<file path="config.mk">
export PLATFORM = sky130hd
export DESIGN_NAME = sha256_string_hash_fold_core_flat
export DESIGN_NICKNAME = d
export VERILOG_FILES = /design/src/sv/shf_pkg.sv /design/src/sv/shf_msg_if.sv /design/src/sv/shf_digest_if.sv /design/src/sv/shf_round.sv /design/src/sv/sha256_string_hash_fold_core.sv /design/src/flat_wrapper.sv
export SDC_FILE = /design/constraint.sdc
export NUM_CORES = 2
export LEC_CHECK = 0
export BUFFER_PORTS_ARGS = -buffer_cell sky130_fd_sc_hd__clkbuf_2
export CAP_MARGIN = 20
export CORE_ASPECT_RATIO = 1.25
export CORE_UTILIZATION = 45
export CTS_BUF_LIST = sky130_fd_sc_hd__clkbuf_16
export DETAILED_ROUTE_END_ITERATION = 8
export HOLD_SLACK_MARGIN = 0.06
export PLACE_DENSITY = 0.61
export SLEW_MARGIN = 10
export SYNTH_ARGS = -nofsm -noshare
export SYNTH_HDL_FRONTEND = slang
export SYNTH_SLANG_ARGS = --single-unit
</file>
<file path="constraint.sdc">
create_clock -name clk -period 32.6 [get_ports clk]
set_clock_uncertainty 0.15 [all_clocks]
set_input_delay 1.63 -clock clk [delete_from_list [all_inputs] [get_ports clk]]
set_output_delay 1.63 -clock clk [all_outputs]
set_load 0.005 [all_outputs]
</file>
<file path="src/sv/shf_pkg.sv">
// Shared types, constants and functions for the SHA-256 hash and fold core.
package shf_pkg;

	typedef logic [31:0] word_t;
	typedef logic [7:0][31:0] hstate_t;

	typedef struct packed {
		logic [7:0] data_byte;
		logic       has_byte;
		logic       last;
	} msg_t;

	typedef struct packed {
		logic [40:0] fold_value;
		logic [63:0] digest_word0;
		logic [63:0] digest_word1;
		logic [63:0] digest_word2;
		logic [63:0] digest_word3;
	} digest_t;

	typedef enum logic [2:0] {
		ST_IDLE,
		ST_PAD_MARK,
		ST_PAD_ZERO,
		ST_PAD_LEN,
		ST_COMP,
		ST_CHAIN,
		ST_FOLD,
		ST_OUT
	} shf_state_t;

	localparam logic [7:0] PAD_MARK_BYTE = 8'h80;
	localparam logic [5:0] LEN_POS       = 6'd56;
	localparam logic [5:0] LAST_POS      = 6'd63;
	localparam logic [5:0] LAST_ROUND    = 6'd63;
	localparam logic [4:0] LAST_FOLD     = 5'd31;

	localparam hstate_t IV = {
		32'h5be0cd19, 32'h1f83d9ab, 32'h9b05688c, 32'h510e527f,
		32'ha54ff53a, 32'h3c6ef372, 32'hbb67ae85, 32'h6a09e667
	};

	localparam word_t K_TABLE [64] = '{
		32'h428a2f98, 32'h71374491, 32'hb5c0fbcf, 32'he9b5dba5,
		32'h3956c25b, 32'h59f111f1, 32'h923f82a4, 32'hab1c5ed5,
		32'hd807aa98, 32'h12835b01, 32'h243185be, 32'h550c7dc3,
		32'h72be5d74, 32'h80deb1fe, 32'h9bdc06a7, 32'hc19bf174,
		32'he49b69c1, 32'hefbe4786, 32'h0fc19dc6, 32'h240ca1cc,
		32'h2de92c6f, 32'h4a7484aa, 32'h5cb0a9dc, 32'h76f988da,
		32'h983e5152, 32'ha831c66d, 32'hb00327c8, 32'hbf597fc7,
		32'hc6e00bf3, 32'hd5a79147, 32'h06ca6351, 32'h14292967,
		32'h27b70a85, 32'h2e1b2138, 32'h4d2c6dfc, 32'h53380d13,
		32'h650a7354, 32'h766a0abb, 32'h81c2c92e, 32'h92722c85,
		32'ha2bfe8a1, 32'ha81a664b, 32'hc24b8b70, 32'hc76c51a3,
		32'hd192e819, 32'hd6990624, 32'hf40e3585, 32'h106aa070,
		32'h19a4c116, 32'h1e376c08, 32'h2748774c, 32'h34b0bcb5,
		32'h391c0cb3, 32'h4ed8aa4a, 32'h5b9cca4f, 32'h682e6ff3,
		32'h748f82ee, 32'h78a5636f, 32'h84c87814, 32'h8cc70208,
		32'h90befffa, 32'ha4506ceb, 32'hbef9a3f7, 32'hc67178f2
	};

	function automatic word_t bsig0(input word_t x);
		return {x[1:0], x[31:2]} ^ {x[12:0], x[31:13]} ^ {x[21:0], x[31:22]};
	endfunction

	function automatic word_t bsig1(input word_t x);
		return {x[5:0], x[31:6]} ^ {x[10:0], x[31:11]} ^ {x[24:0], x[31:25]};
	endfunction

	function automatic word_t ssig0(input word_t x);
		return {x[6:0], x[31:7]} ^ {x[17:0], x[31:18]} ^ {3'b000, x[31:3]};
	endfunction

	function automatic word_t ssig1(input word_t x);
		return {x[16:0], x[31:17]} ^ {x[18:0], x[31:19]} ^ {10'b0, x[31:10]};
	endfunction

endpackage

</file>
<file path="src/sv/shf_msg_if.sv">
// Handshake channel carrying message byte items into the core.
interface shf_msg_if import shf_pkg::*; ();
	logic valid;
	logic ready;
	msg_t payload;

	modport source (output valid, output payload, input ready);
	modport sink (input valid, input payload, output ready);
endinterface

</file>
<file path="src/sv/shf_digest_if.sv">
// Handshake channel carrying digest and fold result items out of the core.
interface shf_digest_if import shf_pkg::*; ();
	logic valid;
	logic ready;
	digest_t payload;

	modport source (output valid, output payload, input ready);
	modport sink (input valid, input payload, output ready);
endinterface

</file>
<file path="src/sv/shf_round.sv">
// One SHA-256 round and one message schedule step, shared across all rounds.
module shf_round import shf_pkg::*; (
	input  hstate_t work,
	input  word_t   round_key,
	input  word_t   w0,
	input  word_t   w1,
	input  word_t   w9,
	input  word_t   w14,
	output hstate_t work_next,
	output word_t   sched_next
);
	word_t t1;
	word_t t2;
	word_t ch;
	word_t maj;

	always_comb begin
		ch  = (work[4] & work[5]) ^ (~work[4] & work[6]);
		maj = (work[0] & work[1]) ^ (work[0] & work[2]) ^ (work[1] & work[2]);
		t1  = work[7] + bsig1(work[4]) + ch + round_key + w0;
		t2  = bsig0(work[0]) + maj;
		work_next[7] = work[6];
		work_next[6] = work[5];
		work_next[5] = work[4];
		work_next[4] = work[3] + t1;
		work_next[3] = work[2];
		work_next[2] = work[1];
		work_next[1] = work[0];
		work_next[0] = t1 + t2;
		sched_next   = ssig1(w14) + w9 + ssig0(w1) + w0;
	end
endmodule

</file>
<file path="src/sv/sha256_string_hash_fold_core.sv">
// Top level of the streaming SHA-256 hash and digest fold core.
// Takes at most one message byte per item (has_byte) and gives one result item per message,
// after the item with last set: the SHA-256 digest as four big-endian 64-bit words and a
// 41-bit fold of its 32 bytes. An item that fills a 64-byte block loads the round registers,
// and no further item is taken until 64 rounds on the single shared round unit and one chain
// update are done. On last, padding bytes are shifted into the block buffer one per cycle
// outside compression (64 - bytes held, plus 64 when the length field does not fit), with a
// step that shifts nothing before the length field; each full block is compressed in turn,
// then the digest is folded one byte at a time before the result is shown; input stays
// blocked until the result item is taken.
module sha256_string_hash_fold_core import shf_pkg::*; (
	input  logic         clk,
	input  logic         arst_n,
	shf_msg_if.sink      msg,
	shf_digest_if.source digest
);
	shf_state_t state_q, state_d, ret_q, ret_d;

	hstate_t      chain_q;
	hstate_t      work_q;
	logic [511:0] blk_q;
	logic [63:0]  len_q;
	logic [5:0]   fill_q;
	logic [5:0]   round_q;
	logic [4:0]   fidx_q;
	logic [40:0]  fold_q;

	logic         accept;
	logic         shift_en;
	logic [7:0]   shift_byte;
	logic         blk_full;
	logic [63:0]  len_bits;
	logic [7:0]   len_byte;
	logic [7:0]   fold_byte;
	logic [39:0]  fold_sum;
	hstate_t      work_next;
	word_t        sched_next;

	shf_round u_round (
		.work       (work_q),
		.round_key  (K_TABLE[round_q]),
		.w0         (blk_q[511:480]),
		.w1         (blk_q[479:448]),
		.w9         (blk_q[223:192]),
		.w14        (blk_q[63:32]),
		.work_next  (work_next),
		.sched_next (sched_next)
	);

	assign accept    = msg.valid && msg.ready;
	assign len_bits  = {len_q[60:0], 3'b000};
	assign len_byte  = len_bits[{~fill_q[2:0], 3'b000} +: 8];
	assign fold_byte = chain_q[fidx_q[4:2]][{~fidx_q[1:0], 3'b000} +: 8];
	assign fold_sum  = fold_q[39:0] + {32'b0, fold_byte};
	assign blk_full  = shift_en && (fill_q == LAST_POS);

	always_comb begin
		msg.ready    = 1'b0;
		digest.valid = 1'b0;
		shift_en     = 1'b0;
		shift_byte   = 8'h00;
		case (state_q)
			ST_IDLE: begin
				msg.ready  = 1'b1;
				shift_en   = msg.valid && msg.payload.has_byte;
				shift_byte = msg.payload.data_byte;
			end
			ST_PAD_MARK: begin
				shift_en   = 1'b1;
				shift_byte = PAD_MARK_BYTE;
			end
			ST_PAD_ZERO: begin
				shift_en = (fill_q != LEN_POS);
			end
			ST_PAD_LEN: begin
				shift_en   = 1'b1;
				shift_byte = len_byte;
			end
			ST_OUT: begin
				digest.valid = 1'b1;
			end
			default: begin
			end
		endcase
	end

	always_comb begin
		state_d = state_q;
		ret_d   = ret_q;
		case (state_q)
			ST_IDLE: begin
				if (accept) begin
					if (blk_full) begin
						state_d = ST_COMP;
						ret_d   = msg.payload.last ? ST_PAD_MARK : ST_IDLE;
					end else if (msg.payload.last) begin
						state_d = ST_PAD_MARK;
					end
				end
			end
			ST_PAD_MARK: begin
				if (blk_full) begin
					state_d = ST_COMP;
					ret_d   = ST_PAD_ZERO;
				end else begin
					state_d = ST_PAD_ZERO;
				end
			end
			ST_PAD_ZERO: begin
				if (fill_q == LEN_POS) begin
					state_d = ST_PAD_LEN;
				end else if (blk_full) begin
					state_d = ST_COMP;
					ret_d   = ST_PAD_ZERO;
				end
			end
			ST_PAD_LEN: begin
				if (blk_full) begin
					state_d = ST_COMP;
					ret_d   = ST_FOLD;
				end
			end
			ST_COMP: begin
				if (round_q == LAST_ROUND) begin
					state_d = ST_CHAIN;
				end
			end
			ST_CHAIN: begin
				state_d = ret_q;
			end
			ST_FOLD: begin
				if (fidx_q == LAST_FOLD) begin
					state_d = ST_OUT;
				end
			end
			ST_OUT: begin
				if (digest.ready) begin
					state_d = ST_IDLE;
				end
			end
			default: begin
				state_d = ST_IDLE;
			end
		endcase
	end

	always_ff @(posedge clk or negedge arst_n) begin
		if (!arst_n) begin
			state_q <= ST_IDLE;
			ret_q   <= ST_IDLE;
			chain_q <= IV;
			len_q   <= '0;
			fill_q  <= '0;
			round_q <= '0;
			fidx_q  <= '0;
		end else begin
			state_q <= state_d;
			ret_q   <= ret_d;
			if (shift_en) begin
				fill_q <= fill_q + 6'd1;
			end
			if (accept && msg.payload.has_byte) begin
				len_q <= len_q + 64'd1;
			end
			if (blk_full) begin
				round_q <= '0;
			end else if (state_q == ST_COMP) begin
				round_q <= round_q + 6'd1;
			end
			if (state_q == ST_CHAIN) begin
				fidx_q <= '0;
				for (int i = 0; i < 8; i++) begin
					chain_q[i] <= chain_q[i] + work_q[i];
				end
			end else if (state_q == ST_FOLD) begin
				fidx_q <= fidx_q + 5'd1;
			end
			if (state_q == ST_OUT && digest.ready) begin
				chain_q <= IV;
				len_q   <= '0;
				fill_q  <= '0;
			end
		end
	end

	always_ff @(posedge clk) begin
		if (shift_en) begin
			blk_q <= {blk_q[503:0], shift_byte};
		end else if (state_q == ST_COMP) begin
			blk_q <= {blk_q[479:0], sched_next};
		end
		if (blk_full) begin
			work_q <= chain_q;
		end else if (state_q == ST_COMP) begin
			work_q <= work_next;
		end
		if (state_q == ST_CHAIN) begin
			fold_q <= '0;
		end else if (state_q == ST_FOLD) begin
			fold_q <= {fold_sum, 1'b0};
		end
	end

	always_comb begin
		digest.payload.fold_value   = fold_q;
		digest.payload.digest_word0 = {chain_q[0], chain_q[1]};
		digest.payload.digest_word1 = {chain_q[2], chain_q[3]};
		digest.payload.digest_word2 = {chain_q[4], chain_q[5]};
		digest.payload.digest_word3 = {chain_q[6], chain_q[7]};
	end
endmodule

</file>
<file path="src/flat_wrapper.sv">
// flat-port wrapper written by rule: the top's interface ports become plain ports
module sha256_string_hash_fold_core_flat import shf_pkg::*;
  (clk, arst_n, msg_valid, msg_payload, msg_ready, digest_valid, digest_payload, digest_ready);
  shf_msg_if msg_i ();
  shf_digest_if digest_i ();
  input  logic clk;
  input  logic arst_n;
  input wire logic [$bits(msg_i.valid)-1:0] msg_valid;
  input wire logic [$bits(msg_i.payload)-1:0] msg_payload;
  output wire logic [$bits(msg_i.ready)-1:0] msg_ready;
  output wire logic [$bits(digest_i.valid)-1:0] digest_valid;
  output wire logic [$bits(digest_i.payload)-1:0] digest_payload;
  input wire logic [$bits(digest_i.ready)-1:0] digest_ready;
  assign msg_i.valid = msg_valid;
  assign msg_i.payload = msg_payload;
  assign msg_ready = msg_i.ready;
  assign digest_valid = digest_i.valid;
  assign digest_payload = digest_i.payload;
  assign digest_i.ready = digest_ready;
  sha256_string_hash_fold_core u_core (.clk(clk), .arst_n(arst_n), .msg(msg_i), .digest(digest_i));
endmodule
</file>
==> flow_summary.toml <==
[run_status]
outcome = "finished with violations"
violations = "slew limit"

[yosys]
ys_types = 87
synthCells = 8598
ys.flop_type = "edfxtp_1"
yosysTopAreaCell = "edfxtp_1"
seq_area_frac_synth_pct = 41.7
synth_top_area_share_pct = 29.5
synth_common_cells = "nand2_1, edfxtp_1, o21ai_0, a21oi_1, clkbuf_1"
syn-num-nets = 9211
syn_avg_cell_area_um2 = 9.08
ys_warn_count = 0
async_reset_ff_share_pct = 29.6
yosysMostFrequentCell = "nand2_1"
netlist_area_mm2 = 0.0781
ys_ff_latch = 1148
synth_edf_count = 768
ys_top_cells_by_area = "edfxtp_1, nand2_1, dfrtp_1, ha_1, fa_1"

[floorplanning]
row_count = 170
die_area_mm2 = 0.175
die_w_um = 375
core_mm2 = 0.172
ios = 313
start_util_pct = 45.4
die_height_um = 468

[power_and_ir_drop]
leakagePower_nw = 38.7
power_frac_comb_pct = 0.4
power_density_mw_per_mm2 = 35.4
power.internal_mw = 2.36
p_total_mw = 3.03
pwr-share-seq_pct = 50.9
ir_worst_vdd_mv = 0.0464
switchingPower_uw = 666
clkPwrFrac_pct = 48.7
sw_frac_of_total_pct = 22.0

[critical_path]
critPathSlowestCell = "dfrtp_1"
reg2reg_slack_ps = 22160
critPathKind = "reg -> reg"
cp.arrival_ps = 10810
rr_endpoint = "u_core.work_q[25]"
crit_required_ps = 32970
cp_max_fo = 20
r2r_cells = 34
critPathMaxStageDelay_ps = 830
critPathCaptureType = "flop"
rr_startpoint = "u_core.round_q[1]"
start_kind = "flop"

[cts]
post_cts_buffers = 0
tritoncts = "done"
path_clk_slew_ps = 60
cts_resized = 0
hold_buffers = 0
root_buffer = "clkbuf_16"
htree_num_levels = 4
clk_latency_ps = 790
cts_buffers = 132
cts_sinks = 1148
clock_path_buffers = 3

[global_routing]
grt_max_degree = 247
grt_usage_pct = 32.8
grt_pass1_vias = 62700
grt_first_pass_wirelength_um = 423000
antenna_found_initial = 8
overflow = 0

[sta]
period_share_pct = 32.0
worst_slack_ps = 22160
rsz0062_at_grt = "false"
worst_slew_pin_slew_ps = 1560
whs_ps = 335
min_period_ps = 10440
timing.fmax_mhz = 95.8
max_slew_margin_pct = -3.83
finalHoldViolations = 0
slew_viol_final = 123
setup-violations-final = 0
fin_tns_setup_ps = 0

[routing]
met1Wirelength_um = 113000
routedWlPerCell_um = 26.6
top_layer = "met5"
antenna_left = 0
routed_wl_um = 292000
dr.first_iter.drc_count = 6084
dr.pass1.iters = 8
via_per_inst = 5.90
routed-wl-met3_um = 22300
wl_met2_um = 136000
route.detailed.drc = 0
vias = 64800

[placed_design]
io_buffers = 311
place_congestion = 1.02
preCtsSetupSlack_ps = 22080
dp_hpwl_um = 220000
dpl_cell_area_mm2 = 0.0813
dp_cells = 10700

[finish]
fin_util_pct = 49.7
fin_area_mm2 = 0.0855
area_delta_synth_final_pct = 9.50
instances_no_fill = 11000
drive_above_1_share_pct = 9.91
finalNetCount = 9241

[min_path]
min_to = "u_core.ret_q[0]"
worst_hold_path_type = "reg -> reg"
hold_path_depth = 2
min_from = "u_core.ret_q[0]"

[job]
cap_violations = 0
==> power by group through the flow <==
| stage | registers [mW] | clock network, mW | logic (mW) |
|---|---|---|---|
| after floorplan | 1.57 | 0 | 0.000153 |
| after global placement | 1.57 | 0 | 0.0121 |
| after detailed placement | 1.57 | 0 | 0.0124 |
| after CTS | 1.54 | 1.50 | 0.0124 |
| after global routing | 1.54 | 1.55 | 0.0135 |
| final | 1.54 | 1.47 | 0.0119 |
==> registers in the layout, indices dropped and copies added (netlist names) <==
name and cells:
u_core.fill_q 6, u_core.round_q 6, u_core.len_q 61, u_core.fold_q 40, u_core.work_q 256, u_core.ret_q 3, u_core.fidx_q 5, u_core.digest.payload 256
u_core.state_q 3, u_core.blk_q 512
==> worst max-delay path: cells and delay by family, from the launching register on <==
kind / cells / cell delay [ps]
AO/OA/AOI/OAI: 15 / 3500
XOR/XNOR: 1 / 330
flip-flops: 1 / 830
buffers and inverters: 4 / 620
AND/OR/NAND/NOR: 7 / 1270
adder cells (fa/ha/maj): 7 / 3490
==> cell usage in the layout (no fill, tap or decap), types with 140 or more instances in the layout <==
master / n
clkbuf_2: 310
nand2_1: 2484
clkbuf_16: 140
inv_1: 395
ha_1: 403
edfxtp_1: 768
nand3_1: 196
nor2_1: 368
dfrtp_1: 200
xor2_1: 287
o21ai_0: 530
a21oi_1: 475
a21o_1: 190
xnor2_1: 371
fa_1: 196
==> worst max path at each step <==
stage / from / end / slack (ps) / cells past startpoint
after floorplan: msg_payload[1] / u_core.blk_q[0] / 17730 / 6
after CTS: u_core.round_q[1] / u_core.work_q[25] / 22070 / 34
after global placement: u_core.round_q[1] / u_core.work_q[25] / 22160 / 35
after detailed placement: u_core.round_q[1] / u_core.work_q[25] / 22080 / 34
after global routing: u_core.round_q[1] / u_core.work_q[25] / 21530 / 34
final: u_core.round_q[1] / u_core.work_q[25] / 22160 / 34
==> cells by family after synthesis <==
| group | synth area share, % |
|---|---|
| and+or+nand+nor | 18.7 |
| AOI/OAI and AO/OA | 13.1 |
| DFF | 41.7 |
| buffers and inverters | 4.10 |
| xor gates and xnor gates | 7.38 |
| adders and majority gates | 11.5 |
| muxes | 3.54 |
| other | 0.00480 |
==> area by class of cell <==
cell class	instances	area (um2)
diodes	7	17.5
clock buffers	140	3500
clock inverters	101	666
fillers	16200	86600
inverters	368	1380
multi-input cells	6601	42400
flip-flops and latches	1148	32600
well taps	2236	2800
repair buffers	377	2150
==> per-layer routing <==
| metal | GRT usage [%] | vias up |
|---|---|---|
| met5 | 0 | - |
| met4 | 19.8 | 12 |
| met3 | 6.38 | 667 |
| met2 | 53.9 | 2593 |
| met1 | 40.1 | 31900 |
| li1 | - | 29600 |
No activity file was read; power rests on OpenSTA's default activity.
